## src/sv/peq_pkg.sv

```systemverilog
// Shared types and constants for the pointer event queue.
// No dependencies; imported by peq_wheel_div and pointer_event_queue_unit.
`timescale 1ns / 1ps

package peq_pkg;

   localparam int QUEUE_DEPTH = 16;
   localparam int IDX_W = (QUEUE_DEPTH > 1) ? $clog2(QUEUE_DEPTH) : 1;
   localparam int CNT_W = $clog2(QUEUE_DEPTH + 1);

   localparam int KIND_W  = 4;
   localparam int TYPE_W  = 4;
   localparam int COORD_W = 16;
   localparam int WHEEL_W = 16;
   localparam int STEP_W  = 15;
   localparam int QUO_W   = 16;

   // request kinds
   localparam logic [KIND_W-1:0] KIND_MOVE     = 4'd0;
   localparam logic [KIND_W-1:0] KIND_LPRESS   = 4'd1;
   localparam logic [KIND_W-1:0] KIND_LRELEASE = 4'd2;
   localparam logic [KIND_W-1:0] KIND_RPRESS   = 4'd3;
   localparam logic [KIND_W-1:0] KIND_RRELEASE = 4'd4;
   localparam logic [KIND_W-1:0] KIND_ENTER    = 4'd5;
   localparam logic [KIND_W-1:0] KIND_LEAVE    = 4'd6;
   localparam logic [KIND_W-1:0] KIND_WHEEL    = 4'd7;
   localparam logic [KIND_W-1:0] KIND_READ     = 4'd8;
   localparam logic [KIND_W-1:0] KIND_FLUSH    = 4'd9;

   // queued event types
   localparam logic [TYPE_W-1:0] EVT_MOVE       = 4'd0;
   localparam logic [TYPE_W-1:0] EVT_LPRESS     = 4'd1;
   localparam logic [TYPE_W-1:0] EVT_LRELEASE   = 4'd2;
   localparam logic [TYPE_W-1:0] EVT_RPRESS     = 4'd3;
   localparam logic [TYPE_W-1:0] EVT_RRELEASE   = 4'd4;
   localparam logic [TYPE_W-1:0] EVT_SCROLLUP   = 4'd5;
   localparam logic [TYPE_W-1:0] EVT_SCROLLDOWN = 4'd6;
   localparam logic [TYPE_W-1:0] EVT_ENTER      = 4'd7;
   localparam logic [TYPE_W-1:0] EVT_LEAVE      = 4'd8;

   localparam logic [STEP_W-1:0] WHEEL_STEP_RESET = 15'd120;

   typedef struct packed {
      logic [TYPE_W-1:0]  event_type;
      logic [COORD_W-1:0] x;
      logic [COORD_W-1:0] y;
      logic               left;
      logic               right;
   } entry_type;

   localparam int ENTRY_W = $bits(entry_type);

   typedef struct packed {
      logic              done;
      logic [QUO_W-1:0]  quotient;
      logic [STEP_W-1:0] remainder;
   } div_status_type;

   typedef enum logic [1:0] {
      ST_IDLE,
      ST_DIVIDE,
      ST_PUSH,
      ST_READ
   } state_type;

endpackage

```

## src/sv/peq_ram.sv

```systemverilog
// Simple dual-port synchronous RAM, one write and one registered read port.
// Generic; no package dependency.
`timescale 1ns / 1ps

module peq_ram #(
   parameter int WIDTH = 8,
   parameter int DEPTH = 16,
   localparam int AW = (DEPTH > 1) ? $clog2(DEPTH) : 1
) (
   input  logic             clock,
   input  logic             wr_en,
   input  logic [AW-1:0]    wr_addr,
   input  logic [WIDTH-1:0] wr_data,
   input  logic             rd_en,
   input  logic [AW-1:0]    rd_addr,
   output logic [WIDTH-1:0] rd_data
);

   logic [WIDTH-1:0] mem_ff [DEPTH];
   logic [WIDTH-1:0] rd_data_ff;

   always_ff @(posedge clock) begin
      if (wr_en) begin
         mem_ff[wr_addr] <= wr_data;
      end
      if (rd_en) begin
         rd_data_ff <= mem_ff[rd_addr];
      end
   end

   assign rd_data = rd_data_ff;

endmodule

```

## src/sv/peq_wheel_div.sv

```systemverilog
// Restoring divider, one quotient bit per cycle, for the wheel step count.
// Depends on peq_pkg.
`timescale 1ns / 1ps

module peq_wheel_div
   import peq_pkg::*;
(
   input  logic                clock,
   input  logic                reset,
   input  logic                start,
   input  logic [QUO_W-1:0]    dividend,
   input  logic [STEP_W-1:0]   divisor,
   output div_status_type      status
);

   localparam int ITER_W = $clog2(QUO_W);

   logic                run_ff,  run_in;
   logic                done_ff, done_in;
   logic [ITER_W-1:0]   iter_ff, iter_in;
   logic [STEP_W-1:0]   rem_ff,  rem_in;
   logic [QUO_W-1:0]    quo_ff,  quo_in;
   logic [STEP_W-1:0]   div_ff,  div_in;
   logic [STEP_W:0]     shifted;
   logic                fits;

   always_comb begin
      shifted = {rem_ff, quo_ff[QUO_W-1]};
      fits    = shifted >= {1'b0, div_ff};
      run_in  = run_ff;
      done_in = 1'b0;
      iter_in = iter_ff;
      rem_in  = rem_ff;
      quo_in  = quo_ff;
      div_in  = div_ff;
      if (start) begin
         run_in  = 1'b1;
         iter_in = '0;
         rem_in  = '0;
         quo_in  = dividend;
         div_in  = divisor;
      end else if (run_ff) begin
         // remainder stays below the divisor, so it fits back in STEP_W bits
         rem_in  = fits ? STEP_W'(shifted - {1'b0, div_ff}) : shifted[STEP_W-1:0];
         quo_in  = {quo_ff[QUO_W-2:0], fits};
         iter_in = iter_ff + 1'b1;
         if (iter_ff == ITER_W'(QUO_W - 1)) begin
            run_in  = 1'b0;
            done_in = 1'b1;
         end
      end
   end

   always_ff @(posedge clock) begin
      if (reset) begin
         run_ff  <= 1'b0;
         done_ff <= 1'b0;
      end else begin
         run_ff  <= run_in;
         done_ff <= done_in;
      end
      iter_ff <= iter_in;
      rem_ff  <= rem_in;
      quo_ff  <= quo_in;
      div_ff  <= div_in;
   end

   assign status.done      = done_ff;
   assign status.quotient  = quo_ff;
   assign status.remainder = rem_ff;

endmodule

```

## src/sv/pointer_event_queue_unit.sv

```systemverilog
// Pointer event queue: pointer state tracking with a drop-oldest event FIFO.
// Depends on peq_pkg, peq_ram and peq_wheel_div.
`timescale 1ns / 1ps

// Usage
//   Request channel: drive req_* with start high; the word is taken at the
//   clock edge where start is high and busy is low. busy stays high while
//   the word is worked on.
//   Move, button, enter and leave: accept, then one queue write.
//   Read: the response word shows on rsp_* with rsp_strobe high
//   for one cycle, the cycle after accept. rsp_event_valid low and all
//   fields zero when the queue was empty.
//   Flush: no response.
//   Wheel: accept, then the bit-serial divider, then one queue write per
//   scroll entry, at most QUEUE_DEPTH entries.
//   The queue memory has one write and one read port, so entries are
//   written or read one at a time.
//   csr channel: wheel_step is written when csr_valid and csr_ready are high;
//   csr_ready is high only while idle. Zero is taken as one.
//   Reset: queue empty, pointer at origin, buttons up, wheel_step 120.
//   Queue contents are not cleared. The receiver cannot stall the response.

module pointer_event_queue_unit
   import peq_pkg::*;
(
   input  logic                      clock,
   input  logic                      reset,
   input  logic                      start,
   output logic                      busy,
   input  logic [KIND_W-1:0]         req_kind,
   input  logic signed [COORD_W-1:0] req_pos_x,
   input  logic signed [COORD_W-1:0] req_pos_y,
   input  logic signed [WHEEL_W-1:0] req_wheel_delta,
   output logic                      rsp_strobe,
   output logic                      rsp_event_valid,
   output logic [TYPE_W-1:0]         rsp_event_type,
   output logic signed [COORD_W-1:0] rsp_event_x,
   output logic signed [COORD_W-1:0] rsp_event_y,
   output logic                      rsp_event_left,
   output logic                      rsp_event_right,
   input  logic                      csr_valid,
   output logic                      csr_ready,
   input  logic [STEP_W-1:0]         csr_wheel_step
);

   state_type                  state_ff, state_in;
   logic [IDX_W-1:0]           head_ff, head_in;
   logic [CNT_W-1:0]           count_ff, count_in;
   logic [COORD_W-1:0]         cur_x_ff, cur_x_in;
   logic [COORD_W-1:0]         cur_y_ff, cur_y_in;
   logic                       left_ff, left_in;
   logic                       right_ff, right_in;
   logic signed [WHEEL_W-1:0]  carry_ff, carry_in;
   logic [STEP_W-1:0]          step_ff, step_in;
   logic [CNT_W-1:0]           push_left_ff, push_left_in;
   logic [TYPE_W-1:0]          push_type_ff, push_type_in;
   logic                       sign_ff, sign_in;
   logic                       hit_ff, hit_in;

   logic                       wr_en;
   logic                       rd_en;
   logic [IDX_W-1:0]           slot;
   logic [CNT_W:0]             slot_sum;
   logic [IDX_W-1:0]           head_next;
   entry_type                  wr_entry;
   entry_type                  rd_entry;
   logic [ENTRY_W-1:0]         rd_data;

   logic signed [WHEEL_W:0]    wheel_sum;
   logic [WHEEL_W:0]           wheel_abs;
   logic [STEP_W-1:0]          step_eff;
   logic                       div_start;
   div_status_type             div_status;
   logic [CNT_W-1:0]           scroll_n;
   logic [WHEEL_W-1:0]         rem_ext;

   // write slot is (head + count) mod depth; the sum stays below twice the depth
   always_comb begin
      slot_sum  = (CNT_W+1)'(head_ff) + (CNT_W+1)'(count_ff);
      slot      = (slot_sum >= (CNT_W+1)'(QUEUE_DEPTH))
                ? IDX_W'(slot_sum - (CNT_W+1)'(QUEUE_DEPTH)) : IDX_W'(slot_sum);
      head_next = (head_ff == IDX_W'(QUEUE_DEPTH - 1)) ? '0 : head_ff + 1'b1;
   end

   always_comb begin
      wheel_sum = {carry_ff[WHEEL_W-1], carry_ff}
                + {req_wheel_delta[WHEEL_W-1], req_wheel_delta};
      wheel_abs = wheel_sum[WHEEL_W] ? (WHEEL_W+1)'(-wheel_sum) : wheel_sum;
      step_eff  = (step_ff == '0) ? STEP_W'(1) : step_ff;
      scroll_n  = (div_status.quotient > QUO_W'(QUEUE_DEPTH))
                ? CNT_W'(QUEUE_DEPTH) : div_status.quotient[CNT_W-1:0];
      rem_ext   = {1'b0, div_status.remainder};
   end

   peq_wheel_div u_div (
      .clock    (clock),
      .reset    (reset),
      .start    (div_start),
      .dividend (wheel_abs[WHEEL_W-1:0]),
      .divisor  (step_eff),
      .status   (div_status)
   );

   assign wr_entry.event_type = push_type_ff;
   assign wr_entry.x          = cur_x_ff;
   assign wr_entry.y          = cur_y_ff;
   assign wr_entry.left       = left_ff;
   assign wr_entry.right      = right_ff;

   peq_ram #(
      .WIDTH (ENTRY_W),
      .DEPTH (QUEUE_DEPTH)
   ) u_store (
      .clock   (clock),
      .wr_en   (wr_en),
      .wr_addr (slot),
      .wr_data (wr_entry),
      .rd_en   (rd_en),
      .rd_addr (head_ff),
      .rd_data (rd_data)
   );

   assign rd_entry = rd_data;

   always_comb begin
      state_in     = state_ff;
      head_in      = head_ff;
      count_in     = count_ff;
      cur_x_in     = cur_x_ff;
      cur_y_in     = cur_y_ff;
      left_in      = left_ff;
      right_in     = right_ff;
      carry_in     = carry_ff;
      step_in      = step_ff;
      push_left_in = push_left_ff;
      push_type_in = push_type_ff;
      sign_in      = sign_ff;
      hit_in       = hit_ff;
      wr_en        = 1'b0;
      rd_en        = 1'b0;
      div_start    = 1'b0;
      rsp_strobe   = 1'b0;
      busy         = (state_ff != ST_IDLE);
      csr_ready    = (state_ff == ST_IDLE);

      if (csr_valid && csr_ready) begin
         step_in = csr_wheel_step;
      end

      unique case (state_ff)
         ST_IDLE: begin
            if (start) begin
               push_left_in = CNT_W'(1);
               unique case (req_kind)
                  KIND_MOVE: begin
                     cur_x_in     = req_pos_x;
                     cur_y_in     = req_pos_y;
                     push_type_in = EVT_MOVE;
                     state_in     = ST_PUSH;
                  end
                  KIND_LPRESS: begin
                     left_in      = 1'b1;
                     push_type_in = EVT_LPRESS;
                     state_in     = ST_PUSH;
                  end
                  KIND_LRELEASE: begin
                     left_in      = 1'b0;
                     push_type_in = EVT_LRELEASE;
                     state_in     = ST_PUSH;
                  end
                  KIND_RPRESS: begin
                     right_in     = 1'b1;
                     push_type_in = EVT_RPRESS;
                     state_in     = ST_PUSH;
                  end
                  KIND_RRELEASE: begin
                     right_in     = 1'b0;
                     push_type_in = EVT_RRELEASE;
                     state_in     = ST_PUSH;
                  end
                  KIND_ENTER: begin
                     push_type_in = EVT_ENTER;
                     state_in     = ST_PUSH;
                  end
                  KIND_LEAVE: begin
                     push_type_in = EVT_LEAVE;
                     state_in     = ST_PUSH;
                  end
                  KIND_WHEEL: begin
                     sign_in   = wheel_sum[WHEEL_W];
                     div_start = 1'b1;
                     state_in  = ST_DIVIDE;
                  end
                  KIND_READ: begin
                     rd_en    = 1'b1;
                     hit_in   = (count_ff != '0);
                     state_in = ST_READ;
                  end
                  KIND_FLUSH: begin
                     head_in  = '0;
                     count_in = '0;
                  end
                  default: begin
                  end
               endcase
            end
         end
         ST_DIVIDE: begin
            if (div_status.done) begin
               // remainder carries the sign of the sum, below one step in size
               carry_in     = sign_ff ? -rem_ext : rem_ext;
               push_left_in = scroll_n;
               push_type_in = sign_ff ? EVT_SCROLLDOWN : EVT_SCROLLUP;
               state_in     = (scroll_n == '0) ? ST_IDLE : ST_PUSH;
            end
         end
         ST_PUSH: begin
            wr_en = 1'b1;
            if (count_ff < CNT_W'(QUEUE_DEPTH)) begin
               count_in = count_ff + 1'b1;
            end else begin
               head_in = head_next;   // full: oldest word dropped
            end
            push_left_in = push_left_ff - 1'b1;
            if (push_left_ff == CNT_W'(1)) begin
               state_in = ST_IDLE;
            end
         end
         ST_READ: begin
            rsp_strobe = 1'b1;
            if (hit_ff) begin
               head_in  = head_next;
               count_in = count_ff - 1'b1;
            end
            state_in = ST_IDLE;
         end
         default: begin
            state_in = ST_IDLE;
         end
      endcase
   end

   always_ff @(posedge clock) begin
      if (reset) begin
         state_ff <= ST_IDLE;
         head_ff  <= '0;
         count_ff <= '0;
         cur_x_ff <= '0;
         cur_y_ff <= '0;
         left_ff  <= 1'b0;
         right_ff <= 1'b0;
         carry_ff <= '0;
         step_ff  <= WHEEL_STEP_RESET;
      end else begin
         state_ff <= state_in;
         head_ff  <= head_in;
         count_ff <= count_in;
         cur_x_ff <= cur_x_in;
         cur_y_ff <= cur_y_in;
         left_ff  <= left_in;
         right_ff <= right_in;
         carry_ff <= carry_in;
         step_ff  <= step_in;
      end
      push_left_ff <= push_left_in;
      push_type_ff <= push_type_in;
      sign_ff      <= sign_in;
      hit_ff       <= hit_in;
   end

   always_comb begin
      rsp_event_valid = rsp_strobe && hit_ff;
      rsp_event_type  = rsp_event_valid ? rd_entry.event_type : '0;
      rsp_event_x     = rsp_event_valid ? rd_entry.x : '0;
      rsp_event_y     = rsp_event_valid ? rd_entry.y : '0;
      rsp_event_left  = rsp_event_valid ? rd_entry.left : 1'b0;
      rsp_event_right = rsp_event_valid ? rd_entry.right : 1'b0;
   end

`ifndef SYNTHESIS
   a_count_bound: assert property (@(posedge clock) disable iff (reset)
      count_ff <= CNT_W'(QUEUE_DEPTH))
      else $error("queue fill count above depth");

   a_rsp_after_read: assert property (@(posedge clock) disable iff (reset)
      rsp_strobe |-> ($past(start && !busy) && ($past(req_kind) == KIND_READ)))
      else $error("response word without a read request");

   a_empty_rsp_zero: assert property (@(posedge clock) disable iff (reset)
      (rsp_strobe && !rsp_event_valid) |->
         (rsp_event_type == '0 && rsp_event_x == '0 && rsp_event_y == '0
          && !rsp_event_left && !rsp_event_right))
      else $error("empty read response carries data");

   a_push_no_overrun: assert property (@(posedge clock) disable iff (reset)
      (state_ff == ST_PUSH) |-> (push_left_ff != '0))
      else $error("queue write with no entries left to write");
`endif

endmodule

```

## config.mk

```make
export PLATFORM = sky130hd
export DESIGN_NAME = pointer_event_queue_unit
export DESIGN_NICKNAME = d
export VERILOG_FILES = /design/src/sv/peq_pkg.sv /design/src/sv/peq_ram.sv /design/src/sv/peq_wheel_div.sv /design/src/sv/pointer_event_queue_unit.sv
export SDC_FILE = /design/constraint.sdc
export NUM_CORES = 1
export LEC_CHECK = 0
export ABC_AREA = 1
export BUFFER_PORTS_ARGS = -buffer_cell sky130_fd_sc_hd__clkbuf_2
export CORE_ASPECT_RATIO = 1.2
export CORE_MARGIN = 8
export CORE_UTILIZATION = 59
export DETAILED_ROUTE_END_ITERATION = 10
export GPL_ROUTABILITY_DRIVEN = 0
export PLACE_DENSITY_LB_ADDON = 0.3
export SYNTH_ARGS = -nofsm -noshare
export SYNTH_HDL_FRONTEND = slang
export SYNTH_SLANG_ARGS = --single-unit
```

## constraint.sdc

```tcl
create_clock -name clock -period 6.5 [get_ports clock]
set_clock_uncertainty 0.15 [all_clocks]
set_input_delay 0.975 -clock clock [delete_from_list [all_inputs] [get_ports clock]]
set_output_delay 0.975 -clock clock [all_outputs]
set_load 0.05 [all_outputs]
```

==> results_dict.tcl, run 1 <==
set metrics [dict create \
    powerDensity_mw_per_mm2 369 \
    clock_latency_ns 0.62 \
    async_flop_share_pct 0 \
    fp.coreArea_mm2 0.0561 \
    stdcell_area_mm2 0.0372 \
    post_drt_wl_per_cell_um 21.8 \
    ys_seq_area_share_pct 67.4 \
    initial_core_util_pct 59.8 \
    avgSynthCellArea_um2 12.0 \
    cts_root_buf "clkbuf_16" \
    grt_pass1_vias 22365 \
    netlist.area_leader.share_pct 61.6 \
    layout_commonest_cell "edfxtp_1" \
    total_leakage_power_nw 13.3 \
    r2r-end "u_store.mem_ff[9][5]$_DFFE_PP_" \
    max_slew.worst_pin.slew_ns 1.19 \
    synth.ff_latch_count 785 \
    p_sw_mw 4.29 \
    synthFlopType "edfxtp_1" \
    wirelength_um 79500 \
    reg2reg_depth 5 \
    fillers 4004 \
    ant_nets 0 \
    criticalPathCategory "reg2out" \
    cts_setup_buffers 0 \
    io_pins 113 \
    crit_required_ns 5.37 \
    ys_warn_count 0 \
    overflow 0 \
    startpoint "state_ff[0]$_SDFFE_PP0P_" \
    nets 2979 \
    row_count 95 \
    dieArea_mm2 0.0648 \
    syn2layout_area_growth_pct 10.8 \
    htree_levels 3 \
    synthesis.nets 2922 \
    cts_made_buffers 77 \
    regToRegSetupSlack_ns 2.90 \
    cp_data_arrival_time_ns 3.07 \
    yosysUniqueCellTypes 57 \
    clkTransAtPathRegs_ns 0.06 \
    rsz0062_at_grt "false" \
    place_area_mm2 0.0347 \
    min_to "u_div.div_ff[2]$_SDFFCE_PN0P_" \
    reg2reg_from "head_ff[1]$_SDFFE_PP0P_" \
    irDropWorstVdd_mv 0.238 \
    whs_path_depth 0 \
    ctsResizeCount 0 \
    p_int_mw 9.41 \
    cp_max_fo 39 \
    synth_area_mm2 0.0335 \
    cts_tree "done" \
    vias 22088 \
    drv_cap 0 \
    grt_usage_pct 24.4 \
    maxSlewViolCount 0 \
    antennaDiodeCount 0 \
    dp_hpwl_um 46900 \
    drive_gt1_share_pct 10.9 \
    final_util_pct 66.3 \
    hold_class "reg2reg" \
    min_period_ns 4.20 \
    hold_slack_ns 0.310 \
    dr.first_iter.drc_count 1985 \
    final_cell_mix "edfxtp_1 (688), nor2_1 (343), nand2_1 (274)" \
    yosys-top-cells-area "edfxtp_1 (62%), dfxtp_1 (5.8%), nor2_1 (4.0%)" \
    fp.dieH_um 277 \
    finalSetupTns_ns 0 \
    hp-start "step_ff[2]$_SDFFE_PP0P_" \
    dr.pass1.iters 5 \
    outcome "finished clean" \
    power_mw 13.7 \
    grt_antenna_before_repair 2 \
    layout_worst_path_cycle_share_pct 64.6 \
    synth-edff-count 688 \
    grt_pass1_wl_um 123000 \
    pwr-share-clk_pct 31.8 \
    yosys.area.top_type "edfxtp_1" \
    port_buffers 112 \
    post-route-drc-count 0 \
    clock_sinks 785 \
    relSlewSlack_pct 20.5 \
    finalHoldViolations 0 \
    fmax_mhz 238 \
    sw_frac_of_total_pct 31.3 \
    postCtsHoldBufs 0 \
    grt_max_degree 123 \
    seqPwrFrac_pct 45.3 \
    worst_setup_path_start_kind "register" \
    cts_buffer_depth 3 \
    syn_inst 2800 \
    worstSetupEndpointType "output pin" \
    setup_viol 0 \
    combPwrFrac_pct 23.0 \
    chipWidth_um 234 \
    viasPerCell 6.06 \
]
==> worst max-delay path by stage <==
stage	depth (start not counted)	slack [ns]	to
CTS	4	2.23	rsp_event_type[1]
global placement	13	2.67	u_div.iter_ff[1]$_SDFFE_PP0P_
detailed placement	13	2.67	u_div.iter_ff[1]$_SDFFE_PP0P_
floorplan	4	0.89	u_store.rd_data[0]$_DFFE_PP_
finish	4	2.30	rsp_event_type[1]
global route	4	2.09	rsp_event_type[2]
==> through the flow <==
step,worst slack (ns),std cells
CTS,2.23,3645
global route,2.09,3645
floorplan,0.895,2800
finish,2.30,3645
detailed placement,2.67,3505
global placement,2.67,3505
==> cells in the mapped netlist (all sizes together), types with 2 or more instances <==
library cell / n
o221ai: 129
dfxtp: 97
o211ai: 27
o21bai: 4
or2: 4
mux2i: 127
a22oi: 2
inv: 216
buf: 47
nand3b: 3
ha: 47
nor4: 10
nand2: 289
a21oi: 107
and2: 3
clkbuf: 118
edfxtp: 688
xnor2: 10
nand3: 133
clkinv: 2
o21ai: 275
a31oi: 3
nor2: 365
nor3: 16
o22ai: 9
o32ai: 17
fa: 4
a211oi: 3
xor2: 27
nand4: 11
==> power groups by stage <==
stage | logic [mW] | clock network, mW | registers, mW
3_3_place_gp | 3.01 | 0 | 6.27
6_report | 3.15 | 4.35 | 6.20
5_1_grt | 3.47 | 4.60 | 6.23
4_1_cts | 3.13 | 4.40 | 6.20
2_1_floorplan | 2.38 | 0 | 6.14
3_5_place_dp | 3.11 | 0 | 6.30
==> flip-flops by register name, summed over array words and instances (netlist names) <==
signal,cells
step_ff,15
u_div.quo_ff,16
u_div.rem_ff,15
u_div.run_ff,1
count_ff,5
head_ff,4
u_store.rd_data,38
cur_y_ff,16
carry_ff,16
u_store.mem_ff,608
hit_ff,1
push_type_ff,4
left_ff,1
cur_x_ff,16
sign_ff,1
push_left_ff,5
u_div.iter_ff,4
u_div.done_ff,1
u_div.div_ff,15
right_ff,1
state_ff,2
==> routing by layer <==
layer / vias to the layer above / share of wire [%] / global-route usage [%]
li1: 10260 / - / -
met1: 10773 / 37 / 28.9
met2: 871 / 51 / 42.8
met3: 180 / 7.0 / 4.17
met4: 4 / 4.2 / 10.9
met5: - / 0.036 / 0
==> cell type report <==
| class | count | area, um^2 | share of cell area, % |
|---|---|---|---|
| clock buffers | 108 | 2190 | 5.89 |
| clock inverters | 32 | 290 | 0.781 |
| inverters | 218 | 823 | 2.21 |
| multi-input cells | 1632 | 9540 | 25.7 |
| flip-flops and latches | 785 | 22600 | 60.8 |
| well taps | 727 | 910 | 2.45 |
| repair buffers | 143 | 806 | 2.17 |
==> critical path, cell delays in order (launching register included) <==
cell	delay, ns
dfxtp_1	0.35
ha_1	0.49
nand2_2	0.72
nor2_1	0.54
clkbuf_2	0.35
==> cell families (layout without fill, tap and decap cells) <==
kind of cell	Yosys count	count (layout)	share of synthesized area, %
compound gates	583	583	10.8
flops	785	785	67.4
mux	127	127	3.79
fa+ha+maj	51	51	1.99
xor+xnor	37	37	0.989
buf+inv	383	501	4.56
simple gates	834	834	10.5
Note: power is estimated with default switching activity, not from simulation.
==> run 2, diff against run 1 <==
--- a/config.mk
+++ b/config.mk
@@ -9,7 +9,7 @@
 export BUFFER_PORTS_ARGS = -buffer_cell sky130_fd_sc_hd__clkbuf_2
 export CORE_ASPECT_RATIO = 1.2
 export CORE_MARGIN = 8
-export CORE_UTILIZATION = 59
+export CORE_UTILIZATION = 56
 export DETAILED_ROUTE_END_ITERATION = 10
 export GPL_ROUTABILITY_DRIVEN = 0
 export PLACE_DENSITY_LB_ADDON = 0.3
==> constraint.sdc (replaced) <==
create_clock -name clock -period 3.54 [get_ports clock]
set_clock_uncertainty 0.15 [all_clocks]
set_input_delay 0.531 -clock clock [delete_from_list [all_inputs] [get_ports clock]]
set_output_delay 0.531 -clock clock [all_outputs]
set_load 0.05 [all_outputs]
==> run 2 against run 1 <==
Global-route usage fell by 0.53 points. Worst setup slack lost 2.1 ns. Clock power grew 92%. Sequential power is 81% higher. Count of clock-buffer cells in the layout fell by 7. Combinational power grew 86%. Critical path depth increased by 1. Non-clock buffer count is 30 higher. Sequential cell count is the same. Register-to-register slack worse by 2.4 ns. Critical path type unchanged. Critical endpoint is now rsp_event_x[0]. Largest cell class unchanged. Highest routed layer unchanged.
==> results_dict.tcl, run 2 (synthesized netlist as in run 1, its figures left out) <==
set metrics [dict create \
    outcome "finished clean" \
    antennaDiodeCount 0 \
    io_pins 113 \
    grt-busiest-layer "met2" \
    cts_tree "done" \
    row_count 98 \
    use_met3_pct 4.43 \
    cts_root_buf "clkbuf_16" \
    fillers 4381 \
    layout_commonest_cell "edfxtp_1" \
    stdcell_count 3750 \
    power_mw 25.4 \
    regToRegSetupSlack_ns 0.45 \
    clkTransAtPathRegs_ns 0.06 \
    top_register "u_store.mem_ff" \
    post_drt_wl_per_cell_um 21.9 \
    largest_register_ffs 608 \
    min_to "step_ff[14]$_SDFFE_PP0P_" \
    grt_antenna_before_repair 4 \
    final_cell_mix "edfxtp_1 (688), nor2_1 (343), nand2_1 (274)" \
    reg2reg_depth 13 \
    fp.dieH_um 284 \
    stdcell_area_mm2 0.0377 \
    final_util_pct 63.5 \
    hp-start "csr_wheel_step[14]" \
    dp.cells 3604 \
    htree_levels 3 \
    syn2layout_area_growth_pct 12.6 \
    worst_setup_path_start_kind "register" \
    fp.coreArea_mm2 0.0595 \
    post-route-drc-count 0 \
    min_period_ns 3.31 \
    drv_cap 0 \
    relSlewSlack_pct 27.8 \
    nets 3009 \
    finalHoldViolations 0 \
    setup_viol 0 \
    irDropWorstVdd_mv 0.621 \
    gr-usage-met2_pct 41.6 \
    port_buffers 112 \
    drive_gt1_share_pct 12.0 \
    total_leakage_power_nw 13.5 \
    dr.first_iter.drc_count 2292 \
    overflow 0 \
    crit_required_ns 2.86 \
    wirelength_um 82100 \
    r2r-end "u_div.rem_ff[11]$_SDFFE_PP0P_" \
    chipWidth_um 239 \
    whs_path_depth 3 \
    dr.pass1.iters 6 \
    dieArea_mm2 0.0680 \
    grt_pass1_wl_um 126000 \
    criticalPathCategory "reg2out" \
    vias 22454 \
    fmax_mhz 302 \
    cts_setup_buffers 0 \
    maxSlewViolCount 0 \
    grt_max_degree 186 \
    finalSetupTns_ns 0 \
    max_slew.worst_pin.slew_ns 1.08 \
    worstSetupEndpointType "output pin" \
    clock_sinks 785 \
    cts_made_buffers 77 \
    rsz0062_at_grt "false" \
    grt_pass1_vias 22559 \
    grt_usage_pct 23.8 \
    layout_worst_path_cycle_share_pct 93.4 \
    ant_nets 0 \
    powerDensity_mw_per_mm2 674 \
    viasPerCell 5.99 \
    cp_max_fo 14 \
    hold_class "in2reg" \
    cts_buffer_depth 3 \
    use_met1_pct 29.0 \
    clock_latency_ns 0.63 \
    cp_data_arrival_time_ns 2.63 \
    initial_core_util_pct 56.4 \
    reg2reg_from "u_div.quo_ff[15]$_DFFE_PP_" \
    dp_hpwl_um 46300 \
    place_area_mm2 0.0351 \
]
[run 2: per-stage QoR]
| stage | setup slack, ns | hold WS [ns] |
|---|---|---|
| detailed placement | 0.538 | 0.296 |
| finish | 0.233 | 0.0335 |
| global placement | 0.557 | 0.299 |
| global route | 0.116 | 0.0173 |
| floorplan | 0.0709 | 0.289 |
| CTS | 0.0458 | 0.00323 |
[run 2: what timing repair did]
action	in CTS	in global routing
hold buffers	4	0
resized for setup	0	1
endpoints found under the hold margin	4	0
setup endpoints to repair	0	12
[run 2: how the worst max path moves through the flow]
| stage | from | to | slack [ns] | cells after the start |
|---|---|---|---|---|
| 6_report | state_ff[0]$_SDFFE_PP0P_ | rsp_event_x[0] | 0.23 | 5 |
| 2_1_floorplan | count_ff[0]$_SDFFE_PP0P_ | u_store.mem_ff[2][0]$_DFFE_PP_ | 0.07 | 6 |
| 3_5_place_dp | u_div.quo_ff[15]$_DFFE_PP_ | u_div.rem_ff[5]$_SDFFE_PP0P_ | 0.54 | 14 |
| 4_1_cts | state_ff[0]$_SDFFE_PP0P_ | rsp_event_x[0] | 0.05 | 5 |
| 5_1_grt | state_ff[0]$_SDFFE_PP0P_ | rsp_event_x[0] | 0.12 | 5 |
| 3_3_place_gp | req_wheel_delta[0] | u_div.quo_ff[10]$_DFFE_PP_ | 0.56 | 15 |
[run 2: power breakdown]
| part | total [mW] | internal (mW) | switching, mW |
|---|---|---|---|
| Combinational | 5.87 | 1.88 | 3.99 |
| Clock | 8.34 | 4.89 | 3.45 |
| Sequential | 11.2 | 10.8 | 0.419 |
[run 2: final cells by class]
cell class	count	area (um^2)	share of cell area, %
timing repair buffer	173	1150	3.06
clock buffer	101	2110	5.59
multi-input combinational	1632	9560	25.3
inverter	218	828	2.19
sequential	785	22600	59.9
tap	800	1000	2.65
clock inverter	41	483	1.28
[run 2: critical path, cell delays in order, from the launching register on]
cell,delay (ns)
dfxtp_1,0.37
ha_1,0.55
nand2_4,0.33
buf_4,0.30
nor2_1,0.15
clkbuf_2,0.30
[run 2: layer usage]
metal / vias up / share of wire [%] / wire length, um
met5: - / 0.077 / 63
met4: 10 / 3.7 / 3030
met3: 203 / 7.9 / 6460
met2: 984 / 51 / 41700
met1: 10952 / 38 / 30800
li1: 10305 / - / -
